`config.mk`:
```
export PLATFORM = sky130hd
export DESIGN_NAME = lcal_seq
export DESIGN_NICKNAME = d
export VERILOG_FILES = /design/src/rtl/core/lcal_pkg.sv /design/src/rtl/core/lcal_seq.sv
export SDC_FILE = /design/constraint.sdc
export NUM_CORES = 1
export LEC_CHECK = 0
export BUFFER_PORTS_ARGS = -buffer_cell sky130_fd_sc_hd__buf_2
export CAP_MARGIN = 20
export CORE_UTILIZATION = 39
export CTS_BUF_LIST = sky130_fd_sc_hd__clkbuf_4
export DETAILED_ROUTE_END_ITERATION = 16
export GPL_ROUTABILITY_DRIVEN = 0
export PLACE_DENSITY = 0.69
export SYNTH_ARGS = -nofsm -noshare
export SYNTH_HDL_FRONTEND = slang
export SYNTH_SLANG_ARGS = --single-unit
```
`constraint.sdc`:
```
create_clock -name clk -period 2.56 [get_ports clk]
set_input_delay 0.512 -clock clk [delete_from_list [all_inputs] [get_ports clk]]
set_output_delay 0.512 -clock clk [all_outputs]
set_load 0.01 [all_outputs]
```
`src/rtl/core/lcal_pkg.sv`:
```
// Shared types, constants and the microcode table of the ancestor-lifting block.
// No dependencies; used by every module of the block.
package lcal_pkg;

  localparam int NODES_DEF  = 1024;
  localparam int LEVELS_DEF = 10;
  localparam int NODE_W     = 10;
  localparam int DEPTH_W    = 10;
  localparam int DIST_W     = 11;

  localparam logic [DEPTH_W-1:0] DEPTH_MAX = '1;

  typedef enum logic {
    CMD_LOAD  = 1'b0,
    CMD_QUERY = 1'b1
  } cmd_t;

  typedef struct packed {
    cmd_t              cmd;
    logic [NODE_W-1:0] first_node;
    logic [NODE_W-1:0] second_node;
  } in_req_t;

  typedef struct packed {
    logic [NODE_W-1:0] ancestor;
    logic [DIST_W-1:0] distance;
  } out_req_t;

  typedef enum logic [2:0] {
    XS_HOLD, XS_IN, XS_Y, XS_ORDER, XS_LIFT, XS_PAIR, XS_ANC
  } xsel_t;

  typedef enum logic [2:0] {
    YS_HOLD, YS_IN, YS_X, YS_ORDER, YS_PAIR
  } ysel_t;

  typedef enum logic [1:0] {
    DS_HOLD, DS_FIRST, DS_ORDER
  } dsel_t;

  typedef enum logic [2:0] {
    K_HOLD, K_ZERO, K_TOP, K_INC, K_DEC
  } kop_t;

  typedef enum logic [2:0] {
    BR_NEXT, BR_GOTO, BR_DISPATCH, BR_WDONE, BR_KZERO, BR_EQ, BR_OUTFREE
  } br_t;

  typedef enum logic [3:0] {
    S_IDLE, S_LD_ROOT, S_LD_WAIT, S_LD_STEP, S_QD0, S_QD1,
    S_LIFT, S_CMP, S_PAIR, S_PAR, S_EMIT
  } step_t;

  typedef struct packed {
    xsel_t xsel;
    ysel_t ysel;
    dsel_t dsel;
    kop_t  kop;
    logic  wr_depth;
    logic  wr_jump;
    logic  jw_inc;
    logic  emit;
    br_t   br;
    step_t target;
  } ctrl_t;

  typedef struct packed {
    cmd_t cmd;
    logic node_ok;
    logic k_zero;
    logic w_done;
    logic xy_eq;
  } stat_t;

  localparam ctrl_t CTRL_NOP = '{
    xsel: XS_HOLD, ysel: YS_HOLD, dsel: DS_HOLD, kop: K_HOLD,
    wr_depth: 1'b0, wr_jump: 1'b0, jw_inc: 1'b0, emit: 1'b0,
    br: BR_NEXT, target: S_IDLE
  };

  function automatic ctrl_t ucode(step_t s);
    ctrl_t c;
    c = CTRL_NOP;
    unique case (s)
      S_IDLE: begin
        c.xsel = XS_IN;
        c.ysel = YS_IN;
        c.kop  = K_ZERO;
        c.br   = BR_DISPATCH;
      end
      S_LD_ROOT: begin
        c.wr_depth = 1'b1;
        c.wr_jump  = 1'b1;
      end
      S_LD_WAIT: begin
        c.br     = BR_WDONE;
        c.target = S_IDLE;
      end
      S_LD_STEP: begin
        c.wr_jump = 1'b1;
        c.jw_inc  = 1'b1;
        c.xsel    = XS_ANC;
        c.kop     = K_INC;
        c.br      = BR_GOTO;
        c.target  = S_LD_WAIT;
      end
      S_QD0: begin
        c.dsel = DS_FIRST;
        c.xsel = XS_Y;
        c.ysel = YS_X;
      end
      S_QD1: begin
        c.dsel = DS_ORDER;
        c.xsel = XS_ORDER;
        c.ysel = YS_ORDER;
        c.kop  = K_TOP;
      end
      S_LIFT: begin
        c.xsel = XS_LIFT;
        c.kop  = K_DEC;
        c.br   = BR_KZERO;
      end
      S_CMP: begin
        c.kop    = K_TOP;
        c.br     = BR_EQ;
        c.target = S_EMIT;
      end
      S_PAIR: begin
        c.xsel = XS_PAIR;
        c.ysel = YS_PAIR;
        c.kop  = K_DEC;
        c.br   = BR_KZERO;
      end
      S_PAR: begin
        c.xsel = XS_ANC;
      end
      S_EMIT: begin
        c.emit   = 1'b1;
        c.br     = BR_OUTFREE;
        c.target = S_IDLE;
      end
      default: begin
        c.br     = BR_GOTO;
        c.target = S_IDLE;
      end
    endcase
    return c;
  endfunction

endpackage

```
`src/rtl/core/lcal_seq.sv`:
```
// Microcode sequencer: step counter, control-word table lookup, branch logic.
// Depends on lcal_pkg (step codes, control word, ucode table).
module lcal_seq (
  input  logic            clk,
  input  logic            rst_n,
  input  logic            in_accept,
  input  logic            out_free,
  input  lcal_pkg::stat_t stat,
  output lcal_pkg::ctrl_t ctrl,
  output logic            idle,
  output logic            emit
);

  lcal_pkg::step_t upc_r, upc_nxt, upc_inc;

  assign ctrl    = lcal_pkg::ucode(upc_r);
  assign upc_inc = lcal_pkg::step_t'(upc_r + 4'd1);

  always_comb begin
    upc_nxt = upc_r;
    unique case (ctrl.br)
      lcal_pkg::BR_NEXT: upc_nxt = upc_inc;
      lcal_pkg::BR_GOTO: upc_nxt = ctrl.target;
      lcal_pkg::BR_DISPATCH: begin
        priority if (!in_accept) begin
          upc_nxt = upc_r;
        end else if (stat.cmd == lcal_pkg::CMD_QUERY) begin
          upc_nxt = lcal_pkg::S_QD0;
        end else if (stat.node_ok) begin
          upc_nxt = lcal_pkg::S_LD_ROOT;
        end else begin
          upc_nxt = lcal_pkg::S_IDLE;
        end
      end
      lcal_pkg::BR_WDONE:   upc_nxt = stat.w_done ? ctrl.target : upc_inc;
      lcal_pkg::BR_KZERO:   upc_nxt = stat.k_zero ? upc_inc : upc_r;
      lcal_pkg::BR_EQ:      upc_nxt = stat.xy_eq ? ctrl.target : upc_inc;
      lcal_pkg::BR_OUTFREE: upc_nxt = out_free ? ctrl.target : upc_r;
      default:              upc_nxt = lcal_pkg::S_IDLE;
    endcase
  end

  always_comb begin
    idle = (upc_r == lcal_pkg::S_IDLE);
    emit = ctrl.emit && out_free;
  end

  always_ff @(posedge clk) begin
    if (!rst_n) begin
      upc_r <= lcal_pkg::S_IDLE;
    end else begin
      upc_r <= upc_nxt;
    end
  end

endmodule

```
=== Word level (Yosys, flattened, before mapping) ===
Cells that the tools add are included.

* Word-level logic and storage cells: 48
* Input bits: 9
* Bits in registers: 4

* Add/sub/neg operators: 1
* Reduce and logical (&&, ||, !) cells: 9
* Equality and inequality tests: 19
* Mux-type cells: 18

{| class="wikitable"
|+ Operator list
! cell !! number
|-
| $pmux W3 S6 || 2
|-
| $pmux W4 S7 || 1
|-
| $pmux W3 S4 || 2
|-
| $mux W4 || 5
|-
| $eq A4 B3 Y1 const B || 4
|-
| $eq A4 B4 Y1 const B || 3
|-
| $eq A3 B3 Y1 const B || 3
|-
| $eq A4 B2 Y1 const B || 2
|-
| $pmux W4 S2 || 1
|-
| $reduce_or A2 Y1 || 4
|-
| $eq A3 B2 Y1 const B || 2
|-
| $ne A2 B2 Y1 const B || 3
|-
| $mux W1 || 5
|-
| $add A4 B1 Y4 const B || 1
|-
| $eq A4 B1 Y1 const B || 1
|-
| $logic_not A4 Y1 || 1
|-
| $pmux W2 S2 || 1
|-
| $reduce_or A4 Y1 || 1
|-
| $eq A3 B1 Y1 const B || 1
|-
| $logic_not A3 Y1 || 1
|-
| $mux W3 || 1
|-
| $reduce_and A3 Y1 || 1
|-
| $logic_and A1 B1 Y1 || 1
|}

=== Depth between registers and ports, before layout ===
Gate-level depths: netlist of run 1.

* Depth in word-level cells: 6
* Gate-level depth with buffers: 8
* Depth with buffers taken out: 8

=== Least setup slack after synthesis of run 1 ===
No wires, ideal clock.

* Path kind: register to register
* From: register upc_r[0]
* To: register upc_r[3]
* Stages on the path, launching flop included: 9
* Path buffers: 1
* Arrival time: 1787 ps
* Data required time: 2441 ps
* Path slack: 653 ps
* Cells stage by stage: dfxtp_1 inv_1 ha_1 buf_6 or2_1 o2bb2ai_4 a2111o_1 a31oi_1 nor3b_1

{| class="wikitable"
|+ RTL lines
! item !! line !! text
|-
| from (decl) || lcal_seq.sv:14 || <nowiki>lcal_pkg::step_t upc_r, upc_nxt, upc_inc;</nowiki>
|-
| from (signal assigned) || lcal_seq.sv:50 || <nowiki>upc_r <= lcal_pkg::S_IDLE;</nowiki>
|-
| from (signal assigned) || lcal_seq.sv:52 || <nowiki>upc_r <= upc_nxt;</nowiki>
|}

==> reports/results.ini, run 1 <==
[floorplanning]
dieArea_um2=1920
num_io_pins=33
chipHeight_um=43.8
die_w_um=43.8
start_util_pct=43.7
rows=14
core_area_um2=1560

[job]
cap_violations=0

[sta]
min_period_ps=2340
setup_viol=0
min_period_over_period_pct=91.4
fmax_ghz=0.427
skew_ps=0.395
grt_setup_unrepaired=no
fin_hold_ws_ps=568
slew_violations=0
hold_violations=0
tns_ps=0

[synthesis]
synth.avg_cell_area_um2=7.24
yosys_warnings=0
ys_seq_area_share_pct=11.8
synth_cell_types=39
ys_ff_latch=4
syn_area_um2=681
netlist_instances=94

[cells_and_area]
largest_register_ffs=4
reg_top3=upc_r x4
multiInputGateArea_um2=507
nNetsFinal=137
regArea_um2=80.1
final_common_cell=buf_2
top_register=upc_r
final_cell_mix=buf_2 (30), nand2_1 (15), inv_1 (11), o21ai_0 (7), nor2_1 (6)
post-route-util_pct=52.6
drive_above_1_share_pct=36.9
fillers=184
n_antenna_cell=0
area_delta_synth_final_pct=20.6

[clock_network]
clk_latency_ps=230
clockBufferDepth=2
root_buffer=clkbuf_4
path_clk_slew_ps=30
tritoncts=built
cts-htree-levels=1
cts-buffers-inserted=3
cts.repair.resized=0
post_cts_buffers=0
clock-sinks=4
ctsHoldBuffers=0

[route]
vias_per_cell=5.28
wire_per_inst_um=11.8
drt_wl_total_um=1630
dr.pass1.iters=10
vias=729
met3WireLength_um=84
wl_met2_um=747
drc=4
highest_layer=met3
ant_nets=0
drtIter0Drc=12
met1Wirelength_um=795

[global_route]
grt_max_degree=15
grt_pass1_wl_um=2700
grt_usage_pct=18.0
grt_pass1_vias=631
antenna_found_initial=0
gr-total-overflow=0

[pwr]
ir_worst_vdd_mv=0.516
p_int_mw=0.418
switching_share_pct=51.9
p_leak_nw=0.455
power_frac_clock_pct=8.5
power.total_mw=0.870
combPwrFrac_pct=77.9
seqPwrFrac_pct=13.6
switching_power_mw=0.452
powerDensity_nw_per_um2=1060

[placement]
hpwl_um=1310
io_buffer_count=30

[hold_path]
holdCritPathClass=in2reg
min_from=stat[3]
whs_path_depth=3
min_to=upc_r[0]$_SDFFE_PN0P_

[status]
status=finished, violations left
violations=DRC

[critical_path]
startpoint_type=register
rr_worst_depth=7
worstSetupEndpointType=output port
critPathRequiredTime_ps=2050
critPathMaxFanout=11
critical_path_arrival_ps=1830
r2r_slack_ps=500
r2r-start=upc_r[0]$_SDFFE_PN0P_
r2r-end=upc_r[3]$_SDFFE_PN0P_
crit_type=reg2out

[power groups by stage]
| stage | registers (mW) | clock network (mW) | logic (mW) |
|---|---|---|---|
| 6_report | 0.118 | 0.0741 | 0.678 |
| 5_1_grt | 0.122 | 0.0845 | 0.746 |
| 4_1_cts | 0.118 | 0.0796 | 0.676 |
| 3_5_place_dp | 0.118 | 0 | 0.674 |
| 3_3_place_gp | 0.117 | 0 | 0.671 |
| 2_1_floorplan | 0.0940 | 0 | 0.515 |
[per-stage QoR]
step / area, µm² / instances / setup WS (ps)
after floorplan: 684 / 95 / 653
after global routing: 821 / 138 / 111
after global placement: 798 / 135 / 527
after CTS: 821 / 138 / 221
final: 821 / 138 / 220
after detailed placement: 798 / 135 / 480
[synthesized netlist by cell type]
library cell | instances | area (µm²)
o21ai_1 | 1 | 5.00
inv_1 | 11 | 41.3
buf_4 | 3 | 22.5
ha_1 | 4 | 50.1
mux2i_1 | 1 | 10.0
conb_1 | 1 | 3.75
and3_1 | 1 | 6.26
nand3b_1 | 2 | 15.0
nor3b_1 | 1 | 7.51
nand2_1 | 15 | 56.3
a221oi_1 | 1 | 8.76
buf_6 | 3 | 33.8
a21boi_1 | 1 | 7.51
a21oi_2 | 1 | 8.76
dfxtp_1 | 4 | 80.1
a31o_2 | 1 | 8.76
o2bb2ai_4 | 1 | 27.5
nor2_1 | 6 | 22.5
a32oi_1 | 1 | 8.76
o21bai_1 | 1 | 7.51
a2111o_1 | 1 | 11.3
a31oi_1 | 3 | 18.8
o21ai_2 | 1 | 8.76
a21boi_0 | 1 | 7.51
a21oi_1 | 3 | 15.0
nand3_1 | 1 | 5.00
or2_1 | 1 | 6.26
and2_1 | 2 | 12.5
o22ai_1 | 3 | 18.8
and2_4 | 1 | 8.76
a41oi_4 | 1 | 27.5
o21ai_0 | 7 | 35.0
o31ai_1 | 1 | 7.51
and2_2 | 1 | 7.51
and2b_2 | 1 | 8.76
nor2b_1 | 2 | 12.5
or3_4 | 1 | 11.3
or2_2 | 2 | 12.5
or4b_4 | 1 | 13.8
[worst max-delay path: stages (launching register included)]
cell and delay [ps]:
dfxtp_1 370, inv_1 110, ha_1 340, or3_4 390, and2_4 190, nand2_1 70, buf_2 130
[cell families after synthesis]
| group | Yosys count | synth area share (%) |
|---|---|---|
| compound gates | 29 | 34.2 |
| fa+ha+maj | 4 | 7.35 |
| buf+inv | 17 | 14.3 |
| flops | 4 | 11.8 |
| mux | 1 | 1.47 |
| other cells | 1 | 0.551 |
| simple gates | 38 | 30.3 |
[area by class of cell]
| class | instances | area share [%] |
|---|---|---|
| sequential | 4 | 9.76 |
| timing repair buffer | 30 | 18.3 |
| clock buffer | 3 | 2.74 |
| inverter | 11 | 5.03 |
| multi-input combinational | 74 | 61.7 |
| tap | 16 | 2.44 |
[worst max path at each step]
| stage | from | to | slack (ps) | cells after the start |
|---|---|---|---|---|
| after floorplan | upc_r[0]$_SDFFE_PN0P_ | upc_r[3]$_SDFFE_PN0P_ | 650 | 8 |
| final | upc_r[0]$_SDFFE_PN0P_ | ctrl[4] | 220 | 6 |
| after detailed placement | upc_r[0]$_SDFFE_PN0P_ | ctrl[4] | 480 | 6 |
| after global routing | upc_r[0]$_SDFFE_PN0P_ | ctrl[4] | 110 | 6 |
| after global placement | upc_r[0]$_SDFFE_PN0P_ | ctrl[4] | 530 | 6 |
| after CTS | upc_r[0]$_SDFFE_PN0P_ | ctrl[4] | 220 | 6 |
[layer usage]
layer | vias to the layer above | track usage, %
met3 | 0 | 1.67
li1 | 378 | -
met4 | 0 | 6.25
met1 | 326 | 23.1
met2 | 25 | 31.0
met5 | - | 0
Note: power is estimated with default switching activity, not from simulation.
==> inputs of run 2 (changes only) <==
ABC_AREA = 1   (was not set)
CTS_BUF_LIST = not set   (was sky130_fd_sc_hd__clkbuf_4)
SETUP_SLACK_MARGIN = 0.1   (was not set)
==> reports/results.ini, run 2 <==
[route]
drtIter0Drc=20
drt_wl_total_um=1700
wire_per_inst_um=10.4
vias=817
dr.pass1.iters=10
drc=2
vias_per_cell=5.01
ant_nets=0

[sta]
min_period_over_period_pct=88.2
fin_ws_ps=302
hold_violations=0
setup_viol=0
tns_ps=0
skew_ps=1.24
grt_setup_unrepaired=no
slew_violations=0
min_period_ps=2260
fmax_ghz=0.443

[floorplanning]
num_io_pins=33
die_w_um=43.9
dieArea_um2=1930
rows=14
core_area_um2=1580
start_util_pct=43.4
chipHeight_um=43.9

[critical_path]
startpoint_type=register
worstSetupEndpointType=output port
crit_type=reg2out
path_buf_inv=2
cpMaxStageDelayCell=dfxtp_1
crit_family=flip-flops
critPathRequiredTime_ps=2050
crit_top_cell=nand2_1
critical_path_arrival_ps=1750
max_stage_delay_ps=420
crit_path_cell_trace=inv_1 > ha_1 > o21ai_0 > nand2_1 > nor2_1 > nand2_2 > nand2_1 > buf_2
critPathMaxFanout=6

[clock_network]
clk_latency_ps=230
post_cts_buffers=0
cts-buffers-inserted=3
tritoncts=built
cts-htree-levels=1
ctsHoldBuffers=0
cts.repair.resized=0
clock-sinks=4
clockBufferDepth=2
path_clk_slew_ps=30
root_buffer=clkbuf_4

[cells_and_area]
top_register=upc_r
fillers=166
final_cell_mix=nand2_1 (32), buf_2 (30), inv_1 (22), nor2_1 (7), nand3_1 (6)
largest_register_ffs=4
layoutNonFillerInstCount=163
n_antenna_cell=0
final_common_cell=nand2_1
nNetsFinal=162
regArea_um2=80.1
drive_above_1_share_pct=34.0
reg_top3=upc_r x4
multiInputGateArea_um2=489
area_delta_synth_final_pct=24.9

[synthesis]
yosys_warnings=0
synth_most_common_cell=nand2_1
ys_seq_area_share_pct=11.7
yosysTopAreaCell=nand2_1
synth.avg_cell_area_um2=5.90
synth_edf_count=0
netlist_instances=116
ys_ff_latch=4
synthFlopType=dfxtp_1
syn_area_um2=684
netlist.area_leader.share_pct=17.6
synth_commonest_cells=nand2_1 (32), inv_1 (22), nor2_1 (7)
synth_async_sr_flop_share_pct=0
netlist_top_cells_area=nand2_1 (18%), inv_1 (12%), dfxtp_1 (12%), ha_1 (7.3%), nand3_1 (4.4%)
synth_cell_types=29

[placement]
hpwl_um=1430
dpl.cell_count=160
place_ws_ps=559
io_buffer_count=30

[global_route]
antenna_found_initial=0
grt_usage_pct=18.8
grt_pass1_wl_um=2730
grt_pass1_vias=635
gr-total-overflow=0
grt_max_degree=11

[pwr]
p_leak_nw=0.554
powerDensity_nw_per_um2=737
power.total_mw=0.630
ir_worst_vdd_mv=0.376

[status]
status=finished, violations left
violations=DRC

[hold_path]
holdCritPathClass=reg2reg

[job]
cap_violations=0

run 2: logic make-up (layout without fill, tap and decap cells):
kind of cell	count (synthesis)	after routing	share of synthesized area, %
AO/OA/AOI/OAI	13	13	11.7
XOR/XNOR	2	2	2.56
adder cells (fa/ha/maj)	4	4	7.31
buffers and inverters	27	57	17.4
flip-flops	4	4	11.7
other	1	2	0.548
AND/OR/NAND/NOR	65	65	48.8
run 2: routing by layer:
layer	wire length, µm	GRT usage [%]
met4	0	7.27
met1	782	24.7
met5	0	0
met2	838	31.0
met3	81	2.50
run 2: per-stage QoR:
| stage | utilization (%) | hold slack (ps) | area [µm²] |
|---|---|---|---|
| floorplan | - | 488 | 688 |
| detailed placement | 52.8 | 524 | 832 |
| finish | 54.2 | 524 | 855 |
| global placement | 52.8 | 516 | 832 |
| CTS | 54.2 | 529 | 855 |
| global route | 54.2 | 555 | 855 |
run 2: worst register-to-register path, cell delays in order (launching register included):
cell and delay (ps):
dfxtp_1 420, inv_1 110, ha_1 250, o21ai_0 230, nand2_1 80, nor2_1 110
nand2_2 120, nand3_4 100, nor2_2 40, nor2_2 160, nand2_1 80, a21oi_1 140
run 2: report_power, final:
group	leakage [nW]	switching, mW	internal [mW]	total (mW)
logic	0.508	0.288	0.166	0.453
clock network	0.0138	0.0228	0.0522	0.0750
registers	0.0326	0.0270	0.0740	0.101
run 2: layout make-up:
class	instances	area share, %
Multi-Input combinational cell	86	57.2
Inverter	24	10.8
Sequential cell	4	9.37
Clock buffer	3	2.64
Tap cell	16	2.34
Timing Repair Buffer	30	17.6
run 2: worst paths after layout:
check	startpoint	endpoint	slack [ps]	depth (start not counted)
worst max register to register	upc_r[0]$_SDFFE_PN0P_	upc_r[2]$_SDFFE_PN0P_	650	11
worst min register to register	upc_r[1]$_SDFFE_PN0P_	upc_r[1]$_SDFFE_PN0P_	520	2
worst min-delay path	upc_r[1]$_SDFFE_PN0P_	upc_r[1]$_SDFFE_PN0P_	520	2
worst max-delay path	upc_r[0]$_SDFFE_PN0P_	ctrl[4]	300	8
